**src/design/closed_path_midpoint_upsampler_core_macros.svh**
```systemverilog
// assertion macros shared by the closed path midpoint upsampler modules
`ifndef CLOSED_PATH_MIDPOINT_UPSAMPLER_CORE_MACROS_SVH
`define CLOSED_PATH_MIDPOINT_UPSAMPLER_CORE_MACROS_SVH

// same-cycle implication, disabled during reset
`define CPMU_ASSERT_SAME(lbl, clk, rst, ante, cons, msg) \
   lbl: assert property (@(posedge clk) disable iff (rst) (ante) |-> (cons)) \
      else $error(msg);

// next-cycle implication, disabled during reset
`define CPMU_ASSERT_NEXT(lbl, clk, rst, ante, cons, msg) \
   lbl: assert property (@(posedge clk) disable iff (rst) (ante) |=> (cons)) \
      else $error(msg);

`endif

```
**src/design/cpmu_pkg.sv**
```systemverilog
// shared constants and types of the closed path midpoint upsampler
package cpmu_pkg;

   localparam int COORD_WIDTH  = 16;
   localparam int MAX_PASSES   = 5;
   localparam int PASSES_WIDTH = 3;
   localparam int K_WIDTH      = MAX_PASSES;
   localparam int DIFF_WIDTH   = COORD_WIDTH + 1;
   localparam int ACC_WIDTH    = DIFF_WIDTH + MAX_PASSES;

   // both queues hold two entries; pointers wrap by plain increment
   localparam int QUEUE_DEPTH       = 2;
   localparam int QUEUE_PTR_WIDTH   = 1;
   localparam int QUEUE_COUNT_WIDTH = 2;

   localparam logic [PASSES_WIDTH-1:0] PASSES_RESET = PASSES_WIDTH'(1);

   typedef logic signed [COORD_WIDTH-1:0] coord_type;
   typedef logic signed [DIFF_WIDTH-1:0]  diff_type;
   typedef logic signed [ACC_WIDTH-1:0]   acc_type;

   typedef struct packed {
      coord_type x;
      coord_type y;
      coord_type z;
   } point_type;

   typedef struct packed {
      diff_type x;
      diff_type y;
      diff_type z;
   } diff_vec_type;

   // one accepted point, turned into up to two segments
   typedef struct packed {
      point_type    from1;
      diff_vec_type d1;
      point_type    from2;
      diff_vec_type d2;
      logic         has_seg1;
      logic         has_seg2;
   } seg_cmd_type;

   typedef struct packed {
      logic full;
      logic empty;
   } queue_status_type;

   typedef struct packed {
      point_type pt;
      logic      run_end;
   } result_type;

endpackage

```
**src/design/cpmu_front.sv**
```systemverilog
// front end: takes path points, tracks first and previous point, issues segment commands
module cpmu_front
   import cpmu_pkg::*;
(
   input  logic             clock,
   input  logic             reset,
   input  logic             req_push,
   output logic             req_full,
   input  coord_type        req_coord_x,
   input  coord_type        req_coord_y,
   input  coord_type        req_coord_z,
   input  logic             req_final_point,
   input  queue_status_type q_status,
   output logic             q_push,
   output seg_cmd_type      q_cmd
);

   point_type prev_ff, prev_in;
   point_type first_ff, first_in;
   logic      have_first_ff, have_first_in;
   point_type cur;
   point_type first_eff;
   logic      accept;

   function automatic diff_type sub_ext(input coord_type a, input coord_type b);
      diff_type ea;
      diff_type eb;
      ea = {a[COORD_WIDTH-1], a};
      eb = {b[COORD_WIDTH-1], b};
      return ea - eb;
   endfunction

   assign req_full = q_status.full;
   assign accept   = req_push && !q_status.full;

   always_comb begin
      cur.x = req_coord_x;
      cur.y = req_coord_y;
      cur.z = req_coord_z;
      // a lone final point wraps onto itself
      first_eff = have_first_ff ? first_ff : cur;

      q_cmd.from1    = prev_ff;
      q_cmd.d1.x     = sub_ext(cur.x, prev_ff.x);
      q_cmd.d1.y     = sub_ext(cur.y, prev_ff.y);
      q_cmd.d1.z     = sub_ext(cur.z, prev_ff.z);
      q_cmd.from2    = cur;
      q_cmd.d2.x     = sub_ext(first_eff.x, cur.x);
      q_cmd.d2.y     = sub_ext(first_eff.y, cur.y);
      q_cmd.d2.z     = sub_ext(first_eff.z, cur.z);
      q_cmd.has_seg1 = have_first_ff;
      q_cmd.has_seg2 = req_final_point;

      q_push = accept && (have_first_ff || req_final_point);

      prev_in       = prev_ff;
      first_in      = first_ff;
      have_first_in = have_first_ff;
      if (accept) begin
         prev_in       = cur;
         first_in      = first_eff;
         have_first_in = !req_final_point;
      end
   end

   always_ff @(posedge clock) begin
      prev_ff  <= prev_in;
      first_ff <= first_in;
      if (reset) begin
         have_first_ff <= 1'b0;
      end else begin
         have_first_ff <= have_first_in;
      end
   end

endmodule

```
**src/design/cpmu_cmd_queue.sv**
```systemverilog
// two-entry queue of segment commands between front and back
module cpmu_cmd_queue
   import cpmu_pkg::*;
`include "closed_path_midpoint_upsampler_core_macros.svh"
(
   input  logic             clock,
   input  logic             reset,
   input  logic             push,
   input  seg_cmd_type      push_cmd,
   input  logic             pop,
   output seg_cmd_type      head_cmd,
   output queue_status_type status
);

   seg_cmd_type                  mem_ff [QUEUE_DEPTH];
   logic [QUEUE_PTR_WIDTH-1:0]   wr_ptr_ff, wr_ptr_in;
   logic [QUEUE_PTR_WIDTH-1:0]   rd_ptr_ff, rd_ptr_in;
   logic [QUEUE_COUNT_WIDTH-1:0] count_ff, count_in;

   assign head_cmd     = mem_ff[rd_ptr_ff];
   assign status.full  = (count_ff == QUEUE_COUNT_WIDTH'(QUEUE_DEPTH));
   assign status.empty = (count_ff == '0);

   always_comb begin
      wr_ptr_in = wr_ptr_ff;
      rd_ptr_in = rd_ptr_ff;
      count_in  = count_ff;
      if (push) begin
         wr_ptr_in = wr_ptr_ff + 1'b1;
      end
      if (pop) begin
         rd_ptr_in = rd_ptr_ff + 1'b1;
      end
      if (push && !pop) begin
         count_in = count_ff + 1'b1;
      end else if (pop && !push) begin
         count_in = count_ff - 1'b1;
      end
   end

   always_ff @(posedge clock) begin
      if (push) begin
         mem_ff[wr_ptr_ff] <= push_cmd;
      end
      if (reset) begin
         wr_ptr_ff <= '0;
         rd_ptr_ff <= '0;
         count_ff  <= '0;
      end else begin
         wr_ptr_ff <= wr_ptr_in;
         rd_ptr_ff <= rd_ptr_in;
         count_ff  <= count_in;
      end
   end

   `CPMU_ASSERT_SAME(a_no_push_full, clock, reset, push, !status.full, "push into full queue")
   `CPMU_ASSERT_SAME(a_no_pop_empty, clock, reset, pop, !status.empty, "pop from empty queue")

endmodule

```
**src/design/cpmu_back.sv**
```systemverilog
// back end: steps segments into a two-entry result buffer, one point per non-stalled cycle
module cpmu_back
   import cpmu_pkg::*;
`include "closed_path_midpoint_upsampler_core_macros.svh"
(
   input  logic                    clock,
   input  logic                    reset,
   input  logic [PASSES_WIDTH-1:0] passes,
   input  queue_status_type        q_status,
   input  seg_cmd_type             head_cmd,
   output logic                    q_pop,
   input  logic                    rsp_pop,
   output logic                    rsp_empty,
   output coord_type               rsp_out_x,
   output coord_type               rsp_out_y,
   output coord_type               rsp_out_z,
   output logic                    rsp_run_end
);

   localparam logic [K_WIDTH-1:0] K_ONES = '1;

   logic [K_WIDTH-1:0]           k_ff, k_in;
   logic                         seg_ff, seg_in;
   acc_type                      acc_x_ff, acc_x_in;
   acc_type                      acc_y_ff, acc_y_in;
   acc_type                      acc_z_ff, acc_z_in;
   result_type                   out_mem_ff [QUEUE_DEPTH];
   logic [QUEUE_PTR_WIDTH-1:0]   wr_ptr_ff, wr_ptr_in;
   logic [QUEUE_PTR_WIDTH-1:0]   rd_ptr_ff, rd_ptr_in;
   logic [QUEUE_COUNT_WIDTH-1:0] count_ff, count_in;

   logic [PASSES_WIDTH-1:0] p;
   logic [K_WIDTH-1:0]      k_last;
   logic                    sel2;
   point_type               from;
   diff_vec_type            d;
   logic                    last_k;
   logic                    last_seg;
   logic                    produce;
   logic                    out_pop;
   result_type              res;

   function automatic acc_type acc_add(input acc_type a, input diff_type dv);
      acc_type ext;
      ext = {{MAX_PASSES{dv[DIFF_WIDTH-1]}}, dv};
      return a + ext;
   endfunction

   // from + floor(acc / 2^p), wrapped to coordinate width
   function automatic coord_type interp(input coord_type c, input acc_type a,
                                        input logic [PASSES_WIDTH-1:0] sh);
      acc_type shifted;
      acc_type ext;
      acc_type sum;
      shifted = a >>> sh;
      ext     = {{(ACC_WIDTH-COORD_WIDTH){c[COORD_WIDTH-1]}}, c};
      sum     = ext + shifted;
      return sum[COORD_WIDTH-1:0];
   endfunction

   always_comb begin
      p = (passes > PASSES_WIDTH'(MAX_PASSES)) ? PASSES_WIDTH'(MAX_PASSES) : passes;
      k_last = ~(K_ONES << p);

      // skip the leading segment when the point opened the path
      sel2     = !head_cmd.has_seg1 || seg_ff;
      from     = sel2 ? head_cmd.from2 : head_cmd.from1;
      d        = sel2 ? head_cmd.d2 : head_cmd.d1;
      last_k   = (k_ff == k_last);
      last_seg = sel2 || !head_cmd.has_seg2;

      produce = !q_status.empty && (count_ff != QUEUE_COUNT_WIDTH'(QUEUE_DEPTH));
      q_pop   = produce && last_k && last_seg;

      res.pt.x    = interp(from.x, acc_x_ff, p);
      res.pt.y    = interp(from.y, acc_y_ff, p);
      res.pt.z    = interp(from.z, acc_z_ff, p);
      res.run_end = last_k && last_seg;

      k_in     = k_ff;
      seg_in   = seg_ff;
      acc_x_in = acc_x_ff;
      acc_y_in = acc_y_ff;
      acc_z_in = acc_z_ff;
      if (produce) begin
         if (last_k) begin
            k_in     = '0;
            acc_x_in = '0;
            acc_y_in = '0;
            acc_z_in = '0;
            seg_in   = !last_seg;
         end else begin
            k_in     = k_ff + 1'b1;
            acc_x_in = acc_add(acc_x_ff, d.x);
            acc_y_in = acc_add(acc_y_ff, d.y);
            acc_z_in = acc_add(acc_z_ff, d.z);
         end
      end

      out_pop   = rsp_pop && !rsp_empty;
      wr_ptr_in = produce ? wr_ptr_ff + 1'b1 : wr_ptr_ff;
      rd_ptr_in = out_pop ? rd_ptr_ff + 1'b1 : rd_ptr_ff;
      count_in  = count_ff;
      if (produce && !out_pop) begin
         count_in = count_ff + 1'b1;
      end else if (out_pop && !produce) begin
         count_in = count_ff - 1'b1;
      end
   end

   assign rsp_empty   = (count_ff == '0);
   assign rsp_out_x   = out_mem_ff[rd_ptr_ff].pt.x;
   assign rsp_out_y   = out_mem_ff[rd_ptr_ff].pt.y;
   assign rsp_out_z   = out_mem_ff[rd_ptr_ff].pt.z;
   assign rsp_run_end = out_mem_ff[rd_ptr_ff].run_end;

   always_ff @(posedge clock) begin
      if (produce) begin
         out_mem_ff[wr_ptr_ff] <= res;
      end
      if (reset) begin
         k_ff      <= '0;
         seg_ff    <= 1'b0;
         acc_x_ff  <= '0;
         acc_y_ff  <= '0;
         acc_z_ff  <= '0;
         wr_ptr_ff <= '0;
         rd_ptr_ff <= '0;
         count_ff  <= '0;
      end else begin
         k_ff      <= k_in;
         seg_ff    <= seg_in;
         acc_x_ff  <= acc_x_in;
         acc_y_ff  <= acc_y_in;
         acc_z_ff  <= acc_z_in;
         wr_ptr_ff <= wr_ptr_in;
         rd_ptr_ff <= rd_ptr_in;
         count_ff  <= count_in;
      end
   end

   `CPMU_ASSERT_SAME(a_buf_bound, clock, reset, 1'b1, count_ff <= QUEUE_COUNT_WIDTH'(QUEUE_DEPTH), "result buffer overflow")
   `CPMU_ASSERT_NEXT(a_wrap_follows, clock, reset, produce && last_k && !last_seg, seg_ff && (k_ff == '0), "wrap segment not started")
   `CPMU_ASSERT_SAME(a_acc_idle, clock, reset, k_ff == '0, (acc_x_ff == '0) && (acc_y_ff == '0) && (acc_z_ff == '0), "accumulator not cleared at segment start")

endmodule

```
**src/design/closed_path_midpoint_upsampler_core.sv**
```systemverilog
// top level of the closed path midpoint upsampler
// Takes signed Q8.8 3D points of a closed path, one per transfer on the req_ queue, with
// req_final_point marking the last point. For each segment from the previous point to the
// current one it emits 2^passes points prev + ((cur - prev) * k >>> passes), k counting up
// from 0, and on the final point also the segment back to the first point of the path.
// The first point of a path gives no results; a path of one point gives 2^passes copies of
// it. rsp_run_end marks the last result of each input point. The user must write passes
// through the csr_ port only while the block is idle; the block does not enforce it. Its
// effective value saturates at five. Results leave at one per cycle while a command is
// queued and the result buffer has room. The back end steps one segment per input point,
// or two on the final point of a path of two or more points.
// A two-entry command queue sits between the point tracker and the stepper, and a two-entry
// result buffer between the stepper and rsp_, so both sides stall independently.
module closed_path_midpoint_upsampler_core
   import cpmu_pkg::*;
(
   input  logic                    clock,
   input  logic                    reset,
   // input point queue
   input  logic                    req_push,
   output logic                    req_full,
   input  coord_type               req_coord_x,
   input  coord_type               req_coord_y,
   input  coord_type               req_coord_z,
   input  logic                    req_final_point,
   // result queue
   input  logic                    rsp_pop,
   output logic                    rsp_empty,
   output coord_type               rsp_out_x,
   output coord_type               rsp_out_y,
   output coord_type               rsp_out_z,
   output logic                    rsp_run_end,
   // passes register write
   input  logic                    csr_valid,
   output logic                    csr_ready,
   input  logic [PASSES_WIDTH-1:0] csr_passes
);

   logic [PASSES_WIDTH-1:0] passes_ff, passes_in;

   queue_status_type q_status;
   logic             q_push;
   logic             q_pop;
   seg_cmd_type      push_cmd;
   seg_cmd_type      head_cmd;

   // register writes are always taken
   assign csr_ready = 1'b1;
   assign passes_in = (csr_valid && csr_ready) ? csr_passes : passes_ff;

   always_ff @(posedge clock) begin
      if (reset) begin
         passes_ff <= PASSES_RESET;
      end else begin
         passes_ff <= passes_in;
      end
   end

   // point tracker: first/previous point and segment classification
   cpmu_front u_front (
      .clock           (clock),
      .reset           (reset),
      .req_push        (req_push),
      .req_full        (req_full),
      .req_coord_x     (req_coord_x),
      .req_coord_y     (req_coord_y),
      .req_coord_z     (req_coord_z),
      .req_final_point (req_final_point),
      .q_status        (q_status),
      .q_push          (q_push),
      .q_cmd           (push_cmd)
   );

   // decoupling queue of segment commands
   cpmu_cmd_queue u_cmd_queue (
      .clock    (clock),
      .reset    (reset),
      .push     (q_push),
      .push_cmd (push_cmd),
      .pop      (q_pop),
      .head_cmd (head_cmd),
      .status   (q_status)
   );

   // segment stepper and result buffer
   cpmu_back u_back (
      .clock       (clock),
      .reset       (reset),
      .passes      (passes_ff),
      .q_status    (q_status),
      .head_cmd    (head_cmd),
      .q_pop       (q_pop),
      .rsp_pop     (rsp_pop),
      .rsp_empty   (rsp_empty),
      .rsp_out_x   (rsp_out_x),
      .rsp_out_y   (rsp_out_y),
      .rsp_out_z   (rsp_out_z),
      .rsp_run_end (rsp_run_end)
   );

endmodule
```
**config.mk**
```make
export PLATFORM = sky130hd
export DESIGN_NAME = closed_path_midpoint_upsampler_core
export DESIGN_NICKNAME = d
export VERILOG_FILES = /design/src/design/cpmu_pkg.sv /design/src/design/cpmu_front.sv /design/src/design/cpmu_cmd_queue.sv /design/src/design/cpmu_back.sv /design/src/design/closed_path_midpoint_upsampler_core.sv
export VERILOG_INCLUDE_DIRS = /design/src /design/src/design
export SDC_FILE = /design/constraint.sdc
export NUM_CORES = 1
export LEC_CHECK = 0
export BUFFER_PORTS_ARGS = -buffer_cell sky130_fd_sc_hd__buf_4
export CORE_ASPECT_RATIO = 0.5
export CORE_MARGIN = 2
export CORE_UTILIZATION = 50
export DETAILED_ROUTE_END_ITERATION = 12
export PLACE_DENSITY = 0.73
export SYNTH_ARGS = -nofsm -noshare
export SYNTH_HDL_FRONTEND = slang
export SYNTH_SLANG_ARGS = --single-unit
```
**constraint.sdc**
```tcl
create_clock -name clock -period 20.9 [get_ports clock]
set_input_delay 2.09 -clock clock [delete_from_list [all_inputs] [get_ports clock]]
set_output_delay 2.09 -clock clock [all_outputs]
set_load 0.005 [all_outputs]
```
Word-level counts from Yosys, hierarchy flattened
Memory sizes are Yosys's and may differ from the RTL's. A register that Yosys moved wholly into a read port is not among the register bits.
Index checks and enable logic that the tools add are counted.

storage, ports and cells
  bits in registers = 180
  RAM bits = 498
  bits of input ports = 57
  output and inout bits = 52
  word-level logic and storage cells = 101
  memories = 2

memories
  name                depth  bits a word  read ports  clocked after memory_dff  write ports  line                  text
  u_cmd_queue.mem_ff  2      200          1           1                         1            cpmu_cmd_queue.sv:15  seg_cmd_type mem_ff [QUEUE_DEPTH];
  u_back.out_mem_ff   2      49           1           1                         1            cpmu_back.sv:27       result_type out_mem_ff [QUEUE_DEPTH];

cells by class
  add/subtract/negate cells = 21
  magnitude comparators = 1
  equality and inequality tests = 3
  shift operators = 4
  multiplexer cells = 20
  bitwise operators = 1
  reductions and logical operators = 30

operators with widths
  kind                   number
  $sub A16 B16 Y17       6
  $mux W48               2
  $add A22 B17 Y22       3
  $mux W22               3
  $sshr A22 B3 Y16       3
  $mux W51               1
  $add A16 B16 Y16       3
  $logic_and A1 B1 Y1    11
  $logic_not A1 Y1       11
  $mux W1                8
  $mux W2                4
  $add A5 B1 Y5 const B  1
  $eq A5 B5 Y1           1
  $mux W5                1
  $not A5 Y5             1
  $shl A5 B3 Y5 const A  1
  $add A1 B1 Y1 const B  4
  $add A2 B1 Y2 const B  2
  $logic_not A2 Y1       2
  $reduce_bool A2 Y1     2
  $sub A2 B1 Y2 const B  2
  $gt A3 B3 Y1 const B   1
  $logic_or A1 B1 Y1     3
  $mux W3                1
  3 further kinds        3

Depth between registers and ports, before layout
  depth in word-level cells = 10
  mapped depth = 17
  depth with buffers taken out = 14

Cells and area by module
A second synthesis with hierarchy kept.

unflattened totals
  cells, all modules = 3,016
  area total of the unflattened synthesis = 36,894.1 um^2

by module, submodules not included
  module                               times used  cells an instance  area each (um^2)
  cpmu_cmd_queue                       1           644                14,719.1
  cpmu_back                            1           1,417              13,643.1
  cpmu_front                           1           944                8,418.1
  closed_path_midpoint_upsampler_core  1           11                 113.9

Worst setup path after synthesis
Ideal clock, no wire load.

  kind = input to register
  from = in req_push
  to = mem u_cmd_queue.mem_ff[0][0] in the netlist's numbering, enable pin
  library setup time = 0.787 ns
  arrival = 15.631 ns
  data required time = 20.113 ns
  path slack = 4.481 ns
  stages = 3
  path buffers = 0
  cells stage by stage = nor2b_1 > o21a_1 > nor2b_1

on the way
  longest elaborated chain between the ends = 4

ends and longest elaborated chain
  what                           line                                       text
  from (decl)                    closed_path_midpoint_upsampler_core.sv:20  input logic req_push,
  $logic_and A1 B1 Y1            cpmu_front.sv:34                           assign accept = req_push && !q_status.full;
  $logic_and A1 B1 Y1            cpmu_front.sv:54                           q_push = accept && (have_first_ff || req_final_point);
  named net q_push               closed_path_midpoint_upsampler_core.sv:42  logic q_push;
  $mux W1                        cpmu_cmd_queue.sv:42                       if (push) begin
  $mux W1 (implied by the code)  cpmu_cmd_queue.sv:43                       mem_ff[wr_ptr_ff] <= push_cmd;
  to (decl)                      cpmu_cmd_queue.sv:15

The timed path passes the listed nets, and every way through them passes these cells.

Worst setup path after layout
  from = in req_push
  to = mem u_cmd_queue.mem_ff[0][89] in the netlist's numbering, enable pin

on the way
  longest elaborated chain between the ends = 4

ends and longest elaborated chain
  what                           line                                       text
  $logic_and A1 B1 Y1            cpmu_front.sv:34
  named net u_front.accept       cpmu_front.sv:23                           logic accept;
  $logic_and A1 B1 Y1            cpmu_front.sv:54
  named net q_push               closed_path_midpoint_upsampler_core.sv:42
  $mux W1                        cpmu_cmd_queue.sv:42
  $mux W1 (implied by the code)  cpmu_cmd_queue.sv:43

The timed path passes the listed nets, and every way through them passes these cells.

==> results.toml <==
[run_status]
outcome = "completed"

[floorplanning]
io_pins = 109
die_x_um = 380
initial_core_util_pct = 50.9
die-area_um2 = 73000
coreArea_um2 = 69400
num_rows = 68
die_h_um = 192

[worst_setup_path]
cp-end-kind = "flop"
ff2ff_setup_slack_ns = 15.91
cp_max_fo = 81
reg2reg_depth = 15
worst_setup_path_start_kind = "primary input"
rr_endpoint = "u_back.out_mem_ff[1][15]$_DFFE_PP_"
cp.arrival_ns = 5.25
crit_required_ns = 21.14
worstSetupPathType = "in2reg"
timing.rr.start = "passes_ff[2]$_SDFFE_PP0P_"

[timing]
period_needed_ns = 5.01
final_max_slew_viol_count = 0
rsz0062_at_grt = "no"
worst_pin_slew_ns = 1.16
fin_crit_sh_pct = 24.0
finClkSkew_ns = 0.0148
setup_violations = 0
fmax_mhz = 199
hold_viol_final = 0
slew_headroom_pct = 22.6
fin_setup_tns_ns = 0

[final_layout]
n_antenna_cell = 0
syn_to_final_growth_pct = 10.8
final_layout_size_suffix_gt1_share_pct = 14.5
num-nets-final = 3127
final_core_util_pct = 56.4

[drt]
drt_first_pass_iters = 5
drc_errors = 0
drt_iter0_markers = 2075
wl_per_cell_um = 20.3
final_antenna_net_count = 0
wirelength_mm = 78.3
via_per_inst = 5.86
vias = 22600

[synth]
syn-cell-area_um2 = 35300
synth_top_area_share_pct = 50.5
yosys-top-cells-count = "edfxtp_1, a21oi_1, ha_1, nor2_1, nand2_1"
async_flop_share_pct = 0
synth_area_leaders = "edfxtp_1, ha_1, mux4_2"
ys_warn_count = 0
synth_edf_count = 594
syn_nets = 3031
ys.flop_type = "edfxtp_1"
synth-seq-cells = 677
yosysMostFrequentCell = "edfxtp_1"
yosys.area.top_type = "edfxtp_1"
synthCells = 2755
ys_seq_area_share_pct = 55.2
avgSynthCellArea_um2 = 12.8
ys_types = 84

[clock_tree]
clock_latency_ns = 0.63
ctsHoldBuffers = 0
clock-sinks = 677
post_cts_buffers = 0
h-tree-depth = 2
cts_inserted_buffers = 60
path_clk_slew_ns = 0.06
ctsResizeCount = 0
clockRootBuffer = "clkbuf_16"
cts_buffer_depth = 3
cts_tree = "built"

[placement]
dp_hpwl_mm = 54.0
portBuffers = 107
place.gp.congestion = 0.879

[power]
vdd_drop_max_mv = 0.0658
power_density_nw_per_um2 = 129
power_leakage_nw = 14.6
power_w = 0.00504

[min_path]
hold_class = "reg2reg"
min_path_cells = 0
min_from = "u_front.q_cmd[197]$_DFFE_PP_"
hold-path-endpoint = "u_cmd_queue.mem_ff[1][197]$_DFFE_PP_"

[global_route]
grt_antenna_before_repair = 1
grt_overflow = 0
grt_pass1_vias = 22000
grt_usage_pct = 21.3
grt_pass1_wl_mm = 122
grt_max_degree = 82

[job]
drv_cap = 0
==> layout make-up <==
cell class,instances,area [µm²]
fillers,5623,30300
well taps,945,1180
repair buffers,131,983
flip-flops and latches,677,19500
clock inverters,38,427
clock buffers,75,1600
multi-input cells,1821,14900
inverters,160,601
==> cell usage in the layout (no fill, tap or decap), types with 10 or more instances in the layout <==
cell type / count
nor2b_1: 38
xor2_1: 54
nand3_1: 31
clkinv_1: 10
or3_1: 13
edfxtp_1: 594
a31o_2: 11
and3_1: 21
nand3b_1: 11
nor3_1: 19
nand2b_1: 11
dfxtp_1: 78
mux2_2: 54
a22o_1: 25
xnor2_1: 114
inv_1: 160
clkbuf_16: 61
a21o_1: 50
mux2i_1: 97
ha_1: 207
fa_1: 12
a211oi_1: 12
clkbuf_1: 12
mux4_2: 99
o21a_1: 18
nor2_1: 167
o21ai_0: 144
o21bai_1: 19
nand4_1: 14
a31oi_1: 21
a21oi_1: 213
and2_1: 15
clkinv_2: 12
a22oi_1: 31
buf_4: 131
nand2_1: 162
o211ai_1: 11
==> how the worst max path moves through the flow <==
stage	startpoint	slack, ns	depth (start not counted)	end
floorplan	req_push	4.48	3	u_cmd_queue.mem_ff[0][0]$_DFFE_PP_
global placement	req_push	15.31	7	u_cmd_queue.mem_ff[0][185]$_DFFE_PP_
detailed placement	req_push	15.18	7	u_cmd_queue.mem_ff[0][86]$_DFFE_PP_
CTS	req_push	15.85	7	u_cmd_queue.mem_ff[0][187]$_DFFE_PP_
global route	passes_ff[2]$_SDFFE_PP0P_	15.62	15	u_back.out_mem_ff[1][15]$_DFFE_PP_
finish	req_push	15.89	7	u_cmd_queue.mem_ff[0][89]$_DFFE_PP_
==> metal layers <==
layer  track usage, %  vias to the layer above  routed length [µm]
met5                0                        -                   0
met4             6.30                        0                2020
met3             3.59                      127                4590
met2             34.1                      628               35700
met1             30.1                    11100               36000
li1                 -                    10700                   -
==> cell families after synthesis <==
| kind of cell | share of synthesized area, % |
|---|---|
| buffers and inverters | 2.95 |
| flip-flops | 55.2 |
| multiplexers | 10.8 |
| other | 0.0106 |
| AO/OA/AOI/OAI | 11.7 |
| AND/OR/NAND/NOR | 7.16 |
| adder cells (fa/ha/maj) | 8.04 |
| XOR/XNOR | 4.16 |
==> state kept, by name (all words and copies together) (netlist names), named ones only <==
register / count
passes_ff: 3
u_back.acc_x_ff: 21
u_back.acc_y_ff: 21
u_back.acc_z_ff: 21
u_back.count_ff: 2
u_back.k_ff: 5
u_back.out_mem_ff: 98
u_back.rd_ptr_ff: 1
u_back.seg_ff: 1
u_back.wr_ptr_ff: 1
u_cmd_queue.count_ff: 2
u_cmd_queue.mem_ff: 400
u_cmd_queue.rd_ptr_ff: 1
u_cmd_queue.wr_ptr_ff: 1
u_front.first_ff: 48
u_front.have_first_ff: 1
u_front.q_cmd: 48
==> per-stage QoR <==
| step | cells | hold WS (ns) | setup WS (ns) | cell area [µm²] |
|---|---|---|---|---|
| floorplan | 2755 | 0.424 | 4.48 | 35300 |
| global placement | 3734 | 0.451 | 15.31 | 37100 |
| detailed placement | 3734 | 0.461 | 15.18 | 37100 |
| CTS | 3847 | 0.476 | 15.85 | 39200 |
| global route | 3847 | 0.487 | 15.62 | 39200 |
| finish | 3847 | 0.476 | 15.89 | 39200 |
==> critical path, cell delays in order <==
cell     delay [ns]
buf_4          0.08
nor2b_4        0.11
buf_4          0.73
o21a_1         0.32
nor2b_4        0.18
buf_4          0.62
buf_4          0.93
==> power breakdown <==
part / switching [W] / internal, W
clock network: 0.000501 / 0.000654
logic: 0.00111 / 0.000802
registers: 0.000133 / 0.00185
total: 0.00174 / 0.00330
No activity file was read; power rests on OpenSTA's default activity.
